$ cat src/rtl/raster_primitive_walker_macros.svh
// Assertion macros for the raster primitive walker.
// Included by the top level; no other dependencies.
`ifndef RASTER_PRIMITIVE_WALKER_MACROS_SVH
`define RASTER_PRIMITIVE_WALKER_MACROS_SVH

// Same-cycle implication, checked only out of reset
`define RPW_ASSERT_IMPL(label, clk, rst_n, ante, cons) \
    label: assert property (@(posedge clk) disable iff (!(rst_n)) (ante) |-> (cons)) \
        else $error("rpw: implication check failed");

// Next-cycle implication, checked only out of reset
`define RPW_ASSERT_NEXT(label, clk, rst_n, ante, cons) \
    label: assert property (@(posedge clk) disable iff (!(rst_n)) (ante) |=> (cons)) \
        else $error("rpw: next-cycle check failed");

`endif

$ cat src/rtl/rpw_pkg.sv
// Shared types and fixed constants of the raster primitive walker.
// No dependencies; imported by rpw_clip_addr, raster_primitive_walker and tb_top.
package rpw_pkg;

    localparam int CFG_W      = 13;
    localparam int ADDR_W     = 24;
    localparam int COLOR_W    = 32;
    localparam int PSIZE_W    = 8;
    localparam int MODE_W     = 2;

    localparam logic [CFG_W-1:0] FRAME_W_RESET = 13'd640;
    localparam logic [CFG_W-1:0] FRAME_H_RESET = 13'd480;

    // Request opcodes
    typedef enum logic [MODE_W-1:0] {
        MODE_STEP  = 2'd0,
        MODE_LINE  = 2'd1,
        MODE_RECT  = 2'd2,
        MODE_POINT = 2'd3
    } t_mode;

    // Configuration register indexes
    typedef enum logic {
        CFG_FRAME_WIDTH  = 1'b0,
        CFG_FRAME_HEIGHT = 1'b1
    } t_cfg_idx;

    // Clip result handed from the clip/address unit to the top level
    typedef struct packed {
        logic              in_frame;
        logic [ADDR_W-1:0] addr;
    } t_clip_res;

endpackage

$ cat src/rtl/rpw_clip_addr.sv
// Clip test and linear address for one pixel of the raster primitive walker.
// Depends on rpw_pkg (t_clip_res, ADDR_W).
module rpw_clip_addr
    import rpw_pkg::*;
#(
    parameter int COORD_BITS = 16,
    parameter int FRAME_BITS = 13
) (
    input  logic signed [COORD_BITS-1:0] i_x,
    input  logic signed [COORD_BITS-1:0] i_y,
    input  logic        [FRAME_BITS-1:0] i_width,
    input  logic        [FRAME_BITS-1:0] i_height,
    output t_clip_res                    o_res
);

    localparam int CW   = ((COORD_BITS > FRAME_BITS) ? COORD_BITS : FRAME_BITS) + 1;
    localparam int PW   = 2 * FRAME_BITS + 1;

    logic [CW-1:0]          w_xu;
    logic [CW-1:0]          w_yu;
    logic [CW-1:0]          w_wu;
    logic [CW-1:0]          w_hu;
    logic                   w_inside;
    logic [PW-1:0]          w_sum;
    logic [PW+ADDR_W-1:0]   w_sum_ext;

    // Zero-extend everything to a common compare width
    assign w_xu = {{(CW-COORD_BITS){1'b0}}, i_x};
    assign w_yu = {{(CW-COORD_BITS){1'b0}}, i_y};
    assign w_wu = {{(CW-FRAME_BITS){1'b0}}, i_width};
    assign w_hu = {{(CW-FRAME_BITS){1'b0}}, i_height};

    // Inside when both coordinates are non-negative and below the frame size
    assign w_inside = !i_x[COORD_BITS-1] && !i_y[COORD_BITS-1] &&
                      (w_xu < w_wu) && (w_yu < w_hu);

    // y * width + x; operands fit FRAME_BITS whenever the pixel is inside
    assign w_sum = PW'(w_yu[FRAME_BITS-1:0] * i_width) +
                   PW'(w_xu[FRAME_BITS-1:0]);
    assign w_sum_ext = {{ADDR_W{1'b0}}, w_sum};

    assign o_res.in_frame = w_inside;
    assign o_res.addr     = w_inside ? w_sum_ext[ADDR_W-1:0] : '0;

endmodule

$ cat src/rtl/raster_primitive_walker.sv
// Raster primitive walker top level: command decode, walker state, output register.
// Depends on rpw_pkg, rpw_clip_addr and raster_primitive_walker_macros.svh.
//
//  channel | handshake                  | moves
//  --------+----------------------------+-------------------------------------------
//  in      | i_in_valid / o_in_ready    | mode, start/end corners, point size, color
//  out     | o_out_valid / i_out_ready  | pixel x/y, address, color, we, last flag
//  cfg     | i_cfg_we (no wait)         | frame_width / frame_height
//
// One request per cycle; a step request yields its pixel in the cycle after acceptance
// from the output register. The pixel path is the clip compare plus one
// FRAME_BITS x FRAME_BITS multiply and add, feeding the output register directly.
// o_in_ready is low only while the output register holds a pixel that is not taken.
// Reset (synchronous, active low) idles the walker, empties the output register and
// loads a 640 x 480 frame.
`include "raster_primitive_walker_macros.svh"

module raster_primitive_walker
    import rpw_pkg::*;
#(
    parameter int COORD_BITS = 16,
    parameter int MAX_FRAME  = 4096
) (
    input  logic                          i_clk,
    input  logic                          i_rst_n,
    // configuration
    input  logic                          i_cfg_we,
    input  logic                          i_cfg_index,
    input  logic [CFG_W-1:0]              i_cfg_data,
    // request channel
    input  logic                          i_in_valid,
    output logic                          o_in_ready,
    input  logic [MODE_W-1:0]             i_mode,
    input  logic signed [COORD_BITS-1:0]  i_start_x,
    input  logic signed [COORD_BITS-1:0]  i_start_y,
    input  logic signed [COORD_BITS-1:0]  i_end_x,
    input  logic signed [COORD_BITS-1:0]  i_end_y,
    input  logic [PSIZE_W-1:0]            i_point_size,
    input  logic [COLOR_W-1:0]            i_draw_color,
    // pixel channel
    output logic                          o_out_valid,
    input  logic                          i_out_ready,
    output logic signed [COORD_BITS-1:0]  o_pixel_x,
    output logic signed [COORD_BITS-1:0]  o_pixel_y,
    output logic [ADDR_W-1:0]             o_pixel_address,
    output logic [COLOR_W-1:0]            o_pixel_color,
    output logic                          o_write_enable,
    output logic                          o_last_pixel
);

    localparam int C      = COORD_BITS;
    localparam int DX_W   = C + 2;
    localparam int ERR_W  = C + 3;
    localparam int E2_W   = C + 4;
    localparam int EXT_W  = C + 2;
    localparam int FW     = $clog2(MAX_FRAME + 1);
    localparam logic [C-1:0] ONE = {{(C-1){1'b0}}, 1'b1};

    // Clamp an extended coordinate into the signed coordinate range
    function automatic logic [C-1:0] sat_coord(input logic [EXT_W-1:0] v);
        logic [C-1:0] res;
        if (v[EXT_W-1:C-1] == '0 || v[EXT_W-1:C-1] == '1) begin
            res = v[C-1:0];
        end else if (v[EXT_W-1]) begin
            res = {1'b1, {(C-1){1'b0}}};
        end else begin
            res = {1'b0, {(C-1){1'b1}}};
        end
        return res;
    endfunction

    // Configuration registers
    logic [CFG_W-1:0] r_frame_w;
    logic [CFG_W-1:0] r_frame_h;

    // Walker state
    logic                    r_active,  n_active;
    logic                    r_line,    n_line;
    logic signed [C-1:0]     r_cur_x,   n_cur_x;
    logic signed [C-1:0]     r_cur_y,   n_cur_y;
    logic signed [C-1:0]     r_tgt_x,   n_tgt_x;
    logic signed [C-1:0]     r_tgt_y,   n_tgt_y;
    logic signed [C-1:0]     r_left_x,  n_left_x;
    logic                    r_dir_x,   n_dir_x;
    logic                    r_dir_y,   n_dir_y;
    logic signed [DX_W-1:0]  r_dx,      n_dx;
    logic signed [DX_W-1:0]  r_ndy,     n_ndy;
    logic signed [ERR_W-1:0] r_err,     n_err;
    logic [COLOR_W-1:0]      r_color,   n_color;

    // Output register
    logic                    r_out_valid;
    logic signed [C-1:0]     r_px;
    logic signed [C-1:0]     r_py;
    logic [ADDR_W-1:0]       r_paddr;
    logic [COLOR_W-1:0]      r_pcolor;
    logic                    r_pwe;
    logic                    r_plast;

    logic                    w_in_fire;
    logic                    w_produce;
    logic                    w_last;
    logic [FW-1:0]           w_eff_w;
    logic [FW-1:0]           w_eff_h;
    t_clip_res               w_clip;

    // Line setup
    logic signed [C:0]       w_ddx;
    logic signed [C:0]       w_ddy;
    logic signed [DX_W-1:0]  w_ddx_e;
    logic signed [DX_W-1:0]  w_ddy_e;
    logic signed [DX_W-1:0]  w_dx_ld;
    logic signed [DX_W-1:0]  w_ndy_ld;

    // Fill setup
    logic [EXT_W-1:0]        w_half;
    logic [EXT_W-1:0]        w_size;
    logic [EXT_W-1:0]        w_x0e;
    logic [EXT_W-1:0]        w_y0e;
    logic signed [C-1:0]     w_fax, w_fay, w_fbx, w_fby;
    logic signed [C-1:0]     w_lo_x, w_hi_x, w_lo_y, w_hi_y;

    // Line step
    logic signed [E2_W-1:0]  w_e2;
    logic                    w_mv_x;
    logic                    w_mv_y;

    assign w_in_fire  = i_in_valid && o_in_ready;
    assign o_in_ready = !r_out_valid || i_out_ready;
    assign w_produce  = w_in_fire && (i_mode == MODE_STEP) && r_active;
    assign w_last     = (r_cur_x == r_tgt_x) && (r_cur_y == r_tgt_y);

    // Effective frame size, capped at MAX_FRAME
    assign w_eff_w = (32'(r_frame_w) > 32'(MAX_FRAME)) ? FW'(MAX_FRAME) : FW'(r_frame_w);
    assign w_eff_h = (32'(r_frame_h) > 32'(MAX_FRAME)) ? FW'(MAX_FRAME) : FW'(r_frame_h);

    rpw_clip_addr #(
        .COORD_BITS (C),
        .FRAME_BITS (FW)
    ) u_clip (
        .i_x      (r_cur_x),
        .i_y      (r_cur_y),
        .i_width  (w_eff_w),
        .i_height (w_eff_h),
        .o_res    (w_clip)
    );

    // Line deltas
    assign w_ddx    = {i_end_x[C-1], i_end_x} - {i_start_x[C-1], i_start_x};
    assign w_ddy    = {i_end_y[C-1], i_end_y} - {i_start_y[C-1], i_start_y};
    assign w_ddx_e  = {w_ddx[C], w_ddx};
    assign w_ddy_e  = {w_ddy[C], w_ddy};
    assign w_dx_ld  = w_ddx_e[DX_W-1] ? -w_ddx_e : w_ddx_e;
    assign w_ndy_ld = w_ddy_e[DX_W-1] ? w_ddy_e : -w_ddy_e;

    // Fill corners; for a point, saturated to the coordinate range
    assign w_half = {{(EXT_W-PSIZE_W+1){1'b0}}, i_point_size[PSIZE_W-1:1]};
    assign w_size = {{(EXT_W-PSIZE_W){1'b0}}, i_point_size};
    assign w_x0e  = {{2{i_start_x[C-1]}}, i_start_x};
    assign w_y0e  = {{2{i_start_y[C-1]}}, i_start_y};

    always_comb begin
        if (i_mode == MODE_POINT) begin
            w_fax = sat_coord(w_x0e - w_half);
            w_fay = sat_coord(w_y0e - w_half);
            w_fbx = sat_coord(w_x0e + w_size - w_half - EXT_W'(1));
            w_fby = sat_coord(w_y0e + w_size - w_half - EXT_W'(1));
        end else begin
            w_fax = i_start_x;
            w_fay = i_start_y;
            w_fbx = i_end_x;
            w_fby = i_end_y;
        end
    end

    // Corner sort
    assign w_lo_x = (w_fax > w_fbx) ? w_fbx : w_fax;
    assign w_hi_x = (w_fax > w_fbx) ? w_fax : w_fbx;
    assign w_lo_y = (w_fay > w_fby) ? w_fby : w_fay;
    assign w_hi_y = (w_fay > w_fby) ? w_fay : w_fby;

    // Bresenham decision
    assign w_e2   = {r_err[ERR_W-1], r_err} <<< 1;
    assign w_mv_x = w_e2 >= E2_W'(r_ndy);
    assign w_mv_y = w_e2 <= E2_W'(r_dx);

    // Next walker state
    always_comb begin
        n_active = r_active;
        n_line   = r_line;
        n_cur_x  = r_cur_x;
        n_cur_y  = r_cur_y;
        n_tgt_x  = r_tgt_x;
        n_tgt_y  = r_tgt_y;
        n_left_x = r_left_x;
        n_dir_x  = r_dir_x;
        n_dir_y  = r_dir_y;
        n_dx     = r_dx;
        n_ndy    = r_ndy;
        n_err    = r_err;
        n_color  = r_color;
        if (w_in_fire) begin
            case (t_mode'(i_mode))
                MODE_STEP: begin
                    if (r_active) begin
                        if (w_last) begin
                            n_active = 1'b0;
                        end else if (r_line) begin
                            n_err = r_err + (w_mv_x ? ERR_W'(r_ndy) : '0)
                                          + (w_mv_y ? ERR_W'(r_dx) : '0);
                            if (w_mv_x) begin
                                n_cur_x = r_dir_x ? r_cur_x - ONE : r_cur_x + ONE;
                            end
                            if (w_mv_y) begin
                                n_cur_y = r_dir_y ? r_cur_y - ONE : r_cur_y + ONE;
                            end
                        end else if (r_cur_x == r_tgt_x) begin
                            n_cur_x = r_left_x;
                            n_cur_y = r_cur_y + ONE;
                        end else begin
                            n_cur_x = r_cur_x + ONE;
                        end
                    end
                end
                MODE_LINE: begin
                    n_color  = i_draw_color;
                    n_cur_x  = i_start_x;
                    n_cur_y  = i_start_y;
                    n_tgt_x  = i_end_x;
                    n_tgt_y  = i_end_y;
                    n_dx     = w_dx_ld;
                    n_ndy    = w_ndy_ld;
                    n_dir_x  = !(i_start_x < i_end_x);
                    n_dir_y  = !(i_start_y < i_end_y);
                    n_err    = ERR_W'(w_dx_ld) + ERR_W'(w_ndy_ld);
                    n_line   = 1'b1;
                    n_active = 1'b1;
                end
                MODE_RECT, MODE_POINT: begin
                    n_color = i_draw_color;
                    if (i_mode == MODE_POINT && i_point_size == '0) begin
                        // empty point: nothing to draw
                        n_active = 1'b0;
                        n_line   = 1'b0;
                    end else begin
                        n_cur_x  = w_lo_x;
                        n_cur_y  = w_lo_y;
                        n_left_x = w_lo_x;
                        n_tgt_x  = w_hi_x;
                        n_tgt_y  = w_hi_y;
                        n_line   = 1'b0;
                        n_active = 1'b1;
                    end
                end
                default: begin
                    n_active = r_active;
                end
            endcase
        end
    end

    // Configuration writes
    always_ff @(posedge i_clk) begin
        if (!i_rst_n) begin
            r_frame_w <= FRAME_W_RESET;
            r_frame_h <= FRAME_H_RESET;
        end else if (i_cfg_we) begin
            case (t_cfg_idx'(i_cfg_index))
                CFG_FRAME_WIDTH:  r_frame_w <= i_cfg_data;
                CFG_FRAME_HEIGHT: r_frame_h <= i_cfg_data;
                default: r_frame_w <= r_frame_w;
            endcase
        end
    end

    // Walker control state
    always_ff @(posedge i_clk) begin
        if (!i_rst_n) begin
            r_active <= 1'b0;
            r_line   <= 1'b0;
        end else begin
            r_active <= n_active;
            r_line   <= n_line;
        end
    end

    // Walker datapath state
    always_ff @(posedge i_clk) begin
        r_cur_x  <= n_cur_x;
        r_cur_y  <= n_cur_y;
        r_tgt_x  <= n_tgt_x;
        r_tgt_y  <= n_tgt_y;
        r_left_x <= n_left_x;
        r_dir_x  <= n_dir_x;
        r_dir_y  <= n_dir_y;
        r_dx     <= n_dx;
        r_ndy    <= n_ndy;
        r_err    <= n_err;
        r_color  <= n_color;
    end

    // Output register valid
    always_ff @(posedge i_clk) begin
        if (!i_rst_n) begin
            r_out_valid <= 1'b0;
        end else if (w_produce) begin
            r_out_valid <= 1'b1;
        end else if (i_out_ready) begin
            r_out_valid <= 1'b0;
        end
    end

    // Output register payload
    always_ff @(posedge i_clk) begin
        if (w_produce) begin
            r_px     <= r_cur_x;
            r_py     <= r_cur_y;
            r_paddr  <= w_clip.addr;
            r_pcolor <= r_color;
            r_pwe    <= w_clip.in_frame;
            r_plast  <= w_last;
        end
    end

    assign o_out_valid     = r_out_valid;
    assign o_pixel_x       = r_px;
    assign o_pixel_y       = r_py;
    assign o_pixel_address = r_paddr;
    assign o_pixel_color   = r_pcolor;
    assign o_write_enable  = r_pwe;
    assign o_last_pixel    = r_plast;

    // Checks
    `RPW_ASSERT_IMPL(a_out_from_step, i_clk, i_rst_n, $rose(r_out_valid), $past(w_produce))
    `RPW_ASSERT_IMPL(a_clipped_addr_zero, i_clk, i_rst_n, r_out_valid && !r_pwe, r_paddr == '0)
    `RPW_ASSERT_NEXT(a_last_idles, i_clk, i_rst_n, w_produce && w_last, !r_active)
    `RPW_ASSERT_IMPL(a_fill_in_box, i_clk, i_rst_n, r_active && !r_line,
        (r_cur_y <= r_tgt_y) && (r_cur_x <= r_tgt_x) && (r_cur_x >= r_left_x))

endmodule

$ cat config.mk
export PLATFORM = sky130hd
export DESIGN_NAME = raster_primitive_walker
export DESIGN_NICKNAME = d
export VERILOG_FILES = /design/src/rtl/rpw_pkg.sv /design/src/rtl/rpw_clip_addr.sv /design/src/rtl/raster_primitive_walker.sv
export VERILOG_INCLUDE_DIRS = /design/src /design/src/rtl
export SDC_FILE = /design/constraint.sdc
export NUM_CORES = 1
export LEC_CHECK = 0
export BUFFER_PORTS_ARGS = -buffer_cell sky130_fd_sc_hd__buf_2
export CORE_UTILIZATION = 65
export CTS_CLUSTER_SIZE = 14
export DETAILED_ROUTE_END_ITERATION = 8
export GPL_TIMING_DRIVEN = 1
export PLACE_DENSITY = 0.85
export SLEW_MARGIN = 0
export SYNTH_ARGS = -nofsm -noshare
export SYNTH_HDL_FRONTEND = slang
export SYNTH_SLANG_ARGS = --single-unit
$ cat constraint.sdc
create_clock -name i_clk -period 12.7 [get_ports i_clk]
set_input_delay 0.635 -clock i_clk [delete_from_list [all_inputs] [get_ports i_clk]]
set_output_delay 0.635 -clock i_clk [all_outputs]
set_load 0.02 [all_outputs]
; ---- Word level (Yosys, flattened, before mapping)
; Cells that the tools add are included.
[op_classes]
addsub = 20
multipliers = 1
div = 0
n_lt_le_gt_ge = 10
n_eq_ne = 16
shifts = 0
muxes = 53
n_bitwise = 2
reduce_logical = 39
[ops]
columns = operator, n
row1 = 16-bit 2-to-1 mux, 32
row2 = 16-bit case mux with 3 select lines, 2
row3 = 19-bit 2-to-1 mux, 5
row4 = 16-bit case mux with 2 select lines, 2
row5 = 19-bit adder, 2
row6 = 19-bit case mux with 2 select lines, 1
row7 = 18-bit 2-to-1 mux, 2
row8 = 17-bit negator with 18-bit output, 2
row9 = 17-bit by 8-bit subtractor with 18-bit output, 2
row10 = "18-bit by 1-bit subtractor with 18-bit output, second input constant", 2
row11 = 16-bit by 9-bit adder with 17-bit output, 2
row12 = 16-bit by 16-bit subtractor with 17-bit output, 2
row13 = 16-bit by 8-bit subtractor with 17-bit output, 2
row14 = "16-bit by 1-bit adder with 16-bit output, second input constant", 2
row15 = 16-bit equality test, 2
row16 = 16-bit > comparator, 2
row17 = 16-bit by 13-bit < comparator with 1-bit output, 2
row18 = 16-bit < comparator, 2
row19 = "16-bit by 1-bit subtractor with 16-bit output, second input constant", 2
row20 = "13-bit > comparator, second input constant", 2
row21 = 13-bit 2-to-1 mux, 2
row22 = 24-bit by 13-bit adder with 24-bit output, 1
row23 = 13-bit by 13-bit multiplier with 24-bit output, 1
row24 = 20-bit by 18-bit >= comparator with 1-bit output, 1
row25 = 25 further kinds, 64
[word_totals]
register_bits = 288
latchBits = 0
ramBits = 0
rom_bits = 0
out_inout_bits = 92
n_memories = 0

; ---- Longest topological paths before layout
[logic_depth]
ltp_word = 11
ltp_mapped = 27

; ---- By module
; From an unflattened synthesis, not the netlist that was laid out.
[hier_totals]
hier_cells = 3301
area_unflattened_um2 = 29898.7
[by_module_without_submodules]
columns = module, n_inst, cells_each, area_per_inst_um2, seq_area_each_um2
row1 = raster_primitive_walker, 1, 2495, 23181.0, 8358.0
row2 = rpw_clip_addr, 1, 806, 6717.7, 0.0

; ---- Worst setup path before layout
; Ideal clock, no wire load.
[synth_path]
path_kind = register to register
from = register r_frame_w[12]
to = register r_paddr[21] (netlist: o_pixel_address[21]), data pin
setup_ns = 0.262
arrival_ns = 6.179
required_ns = 12.438
setup_slack_ns = 6.259
stages_incl_launch_ff = 23
n_path_buf = 2
period_less_slack_ns = 6.441
path_cell_list = dfxtp_1 > clkbuf_1 > nor2b_1 > clkbuf_1 > nand2_1 > fa_1 > fa_1 > fa_1 > inv_1 > fa_1 > fa_1 > inv_1 > fa_1 > inv_1 > ha_1 > a21o_1 > a21o_1 > a21o_1 > a221oi_1 > a21oi_1 > or3_1 > a21oi_1 > nor3b_1
[synth_via]
elab_chain_len = 5
elab_cells_between_ends = 7
[synth_rtl]
columns = element, line_no
row1 = from (decl), raster_primitive_walker.sv:73  ; logic [CFG_W-1:0] r_frame_w;
row2 = from (signal assigned), raster_primitive_walker.sv:269  ; CFG_FRAME_WIDTH: r_frame_w <= i_cfg_data;
row3 = from (signal assigned), raster_primitive_walker.sv:271  ; default: r_frame_w <= r_frame_w;
row4 = 13-bit > comparator, raster_primitive_walker.sv:134  ; assign w_eff_w = (32'(r_frame_w) > 32'(MAX_FRAME)) ? FW'(MAX_FRAME) : FW'(r_frame_w);
row5 = 13-bit 2-to-1 mux (*), raster_primitive_walker.sv:134
row6 = branches (longest 3 deep; another with 13-bit by 13-bit multiplier with 24-bit output), n/a
row7 = to (signal assigned), raster_primitive_walker.sv:318  ; r_paddr <= w_clip.addr;
row8 = to (decl), raster_primitive_walker.sv:95  ; logic [ADDR_W-1:0] r_paddr;
; Mark *: on every way between the ends.
; A chain may end at the register's enable or synchronous reset.

; ---- Final worst setup path
; Ends and elaborated chain as after synthesis.

==> results.cfg <==
[run_status]
status = finished, final reports clean

[clock_network]
clk_path_buf_depth = 3
insertion_delay_ns = 0.59
post-cts-setup-buffers = 0
cts_hold_buf = 0
cts-resized-gates = 0
h-tree-depth = 1
clk_pin_slew_worst_paths_ns = 0.07
cts_root_buffer = clkbuf_16
cts_made_buffers = 28
cts_sinks = 288
cts_tree = yes

[routing]
drcViolationCount = 0
dr.pass1.iters = 7
drt_iter0_markers = 2641
drt-vias-per-instance = 6.57
ant_nets = 0
drt_wl_total_mm = 93.9
wire_per_inst_um = 23.6
vias = 26100

[synth]
syn_inst = 3205
synthMuxAreaShare_pct = 1.37
ys_top_cells_by_area = edfxtp_1, ha_1, fa_1, inv_1, xnor2_1
ys_ff_latch = 288
synthFlopType = edfxtp_1
netlist_area_sq_um = 29400
synth_top_family_by_area = adder cells
synth_area_per_cell_sq_um = 9.19
yosys.area_share.simple_pct = 15.9
synthArstFlopShare_pct = 0
yosysWarnings = 0
yosys.area.top_type_share_pct = 26.4
synth_most_common_cell = inv_1
synth-xor-area-share_pct = 6.62
synth_top_area_cell = edfxtp_1
synth_compound_area_share_pct = 16.9
synthAdderAreaFrac_pct = 24.9
synth_commonest_cells = inv_1, ha_1, nand2_1
synth-edff-count = 259
ys_seq_area_share_pct = 28.4
ys_types = 86

[setup_path]
crit_type = reg2reg
rrSetupSlack_ns = 5.20
worstSetupEndpointType = flip-flop
worstReg2RegStart = r_frame_w[12]
reg2reg_depth = 20
crit_required_ns = 12.98
regToRegEndpoint = o_pixel_address[21]
crit_end = o_pixel_address[21]
cp.arrival_ns = 7.78
setup.worst_path.start_class = flip-flop
critPathLaunch = r_frame_w[12]
critPathMaxFanout = 25

[sta]
worstMarginPinSlew_ns = 1.14
slew_headroom_pct = 23.5
fmax_mhz = 133
worst_clock_skew_ns = 0.0174
period_share_pct = 59.0
holdWs_ns = 0.225
layout_min_cycle_time_ns = 7.50
hold_viol = 0
setup_violations = 0
finalMaxSlewViolations = 0
final.setup.tns_ns = 0
rsz0062_at_grt = false

[global_route]
track_usage_pct = 40.0
grt_overflow = 0
grt_pass1_vias = 26000
grt_max_degree = 74
antenna_found_initial = 0
grt_pass1_wl_mm = 144

[placed_design]
dp_hpwl_mm = 73.5
gp_congestion = 0.995
io_buffers = 216

[die]
die_x_um = 215
io_pins = 217
fp.coreArea_sq_um = 44400
initial_core_util_pct = 66.3
die_h_um = 215
dieArea_sq_um = 46200
rows = 77

[power]
p_int_mw = 2.54
switching_share_pct = 42.7
irDropWorstVdd_v = 0.000166
power_frac_clock_pct = 18.9
p_seq_share_pct = 27.3
power_density_nw_per_um2 = 139
switchingPower_mw = 1.90
p_comb_share_pct = 53.8
leakagePower_nw = 14.1

[flow_run]
max_cap_viol_count = 0

[final_layout]
area_growth_syn_to_layout_pct = 8.72
drive_gt1_share_pct = 10.2
nNetsFinal = 3961

[worst_hold_path]
hp-class = in2reg
-- per-stage QoR --
| step | power, mW | instances | area, sq um | setup slack, ns | utilization, % |
|---|---|---|---|---|---|
| 3_5_place_dp | 3.50 | 3921 | 31100 | 5.36 | 70.0 |
| 6_report | 4.44 | 3970 | 32000 | 5.20 | 72.1 |
| 3_3_place_gp | 3.39 | 3921 | 31100 | 5.55 | 70.0 |
| 2_1_floorplan | 2.88 | 3206 | 29500 | 6.26 | - |
| 5_1_grt | 4.68 | 3969 | 32000 | 4.87 | 72.1 |
| 4_1_cts | 4.36 | 3969 | 32000 | 5.35 | 72.1 |
-- registers in the layout (all words and copies together) (netlist names), 16 cells and up --
| signal | flops |
|---|---|
| o_pixel_color | 32 |
| r_color | 32 |
| o_pixel_address | 24 |
| r_err | 19 |
| r_dx | 18 |
| r_ndy | 18 |
| o_pixel_x | 16 |
| o_pixel_y | 16 |
| r_cur_x | 16 |
| r_cur_y | 16 |
| r_left_x | 16 |
| r_tgt_x | 16 |
| r_tgt_y | 16 |
-- critical path, cell delays in order (launching register included) --
cell      delay, ns
dfxtp_1        0.89
nor2b_1        0.40
and2_1         0.30
fa_1           0.54
inv_1          0.06
fa_1           0.52
inv_1          0.05
fa_1           0.53
fa_1           0.45
fa_1           0.58
fa_1           0.42
ha_1           0.41
a21o_1         0.21
a21o_1         0.20
a21o_1         0.19
a21o_1         0.20
a221oi_1       0.42
a21oi_1        0.16
or3_1          0.44
a21oi_1        0.16
nor3b_1        0.06
-- layout make-up --
| class | instances | area [sq um] |
|---|---|---|
| inverter | 344 | 1290 |
| fill | 3245 | 12400 |
| multi-input combinational | 2448 | 19400 |
| clock buffer | 36 | 836 |
| sequential | 288 | 8360 |
| tap | 592 | 741 |
| antenna | 1 | 2.50 |
| timing repair buffer | 249 | 1330 |
| clock inverter | 12 | 93.8 |
-- kinds of logic (layout without fill, tap and decap cells) --
group                    count (synthesis)  count (layout)
multiplexers                            39              39
AND/OR/NAND/NOR                        967             967
flip-flops                             288             288
XOR/XNOR                               220             220
buffers and inverters                  470             641
AO/OA/AOI/OAI                          734             734
adder cells (fa/ha/maj)                486             486
other                                    1               3
-- placed cells by master, fill, tap and decap left out, types with 32 or more instances in the layout --
master,count
nor2_1,218
nand2_1,306
edfxtp_1,259
buf_2,216
ha_1,308
xnor2_1,136
a211oi_1,50
nand3_1,66
a21oi_1,168
inv_1,340
a21o_1,75
nor2b_1,44
fa_1,169
o21ai_0,123
nor3_1,50
clkbuf_16,32
and2_1,106
xor2_1,82
buf_4,33
-- routing by layer --
metal | global-route usage, % | wire length (um) | vias up
met5 | 0 | 0 | -
met4 | 19.7 | 5020 | 0
met3 | 6.16 | 9100 | 320
met2 | 65.9 | 43300 | 1646
met1 | 51.4 | 36500 | 12500
li1 | - | - | 11600
-- how the worst min path moves through the flow --
stage                           from                 to  cells past startpoint
floorplan                 r_color[0]   o_pixel_color[0]                      0
global placement         r_color[10]  o_pixel_color[10]                      0
detailed placement        r_color[9]   o_pixel_color[9]                      0
CTS                  i_draw_color[3]         r_color[3]                      1
global route         i_draw_color[3]         r_color[3]                      1
finish              i_draw_color[16]        r_color[16]                      1
-- power groups by stage --
| stage | clock network (mW) | logic, mW | registers [mW] |
|---|---|---|---|
| 2_1_floorplan | 0 | 1.69 | 1.20 |
| 3_3_place_gp | 0 | 2.16 | 1.22 |
| 3_5_place_dp | 0 | 2.27 | 1.23 |
| 4_1_cts | 0.836 | 2.32 | 1.21 |
| 5_1_grt | 0.864 | 2.60 | 1.22 |
| 6_report | 0.840 | 2.39 | 1.21 |
(Power assumes the default switching activity.)
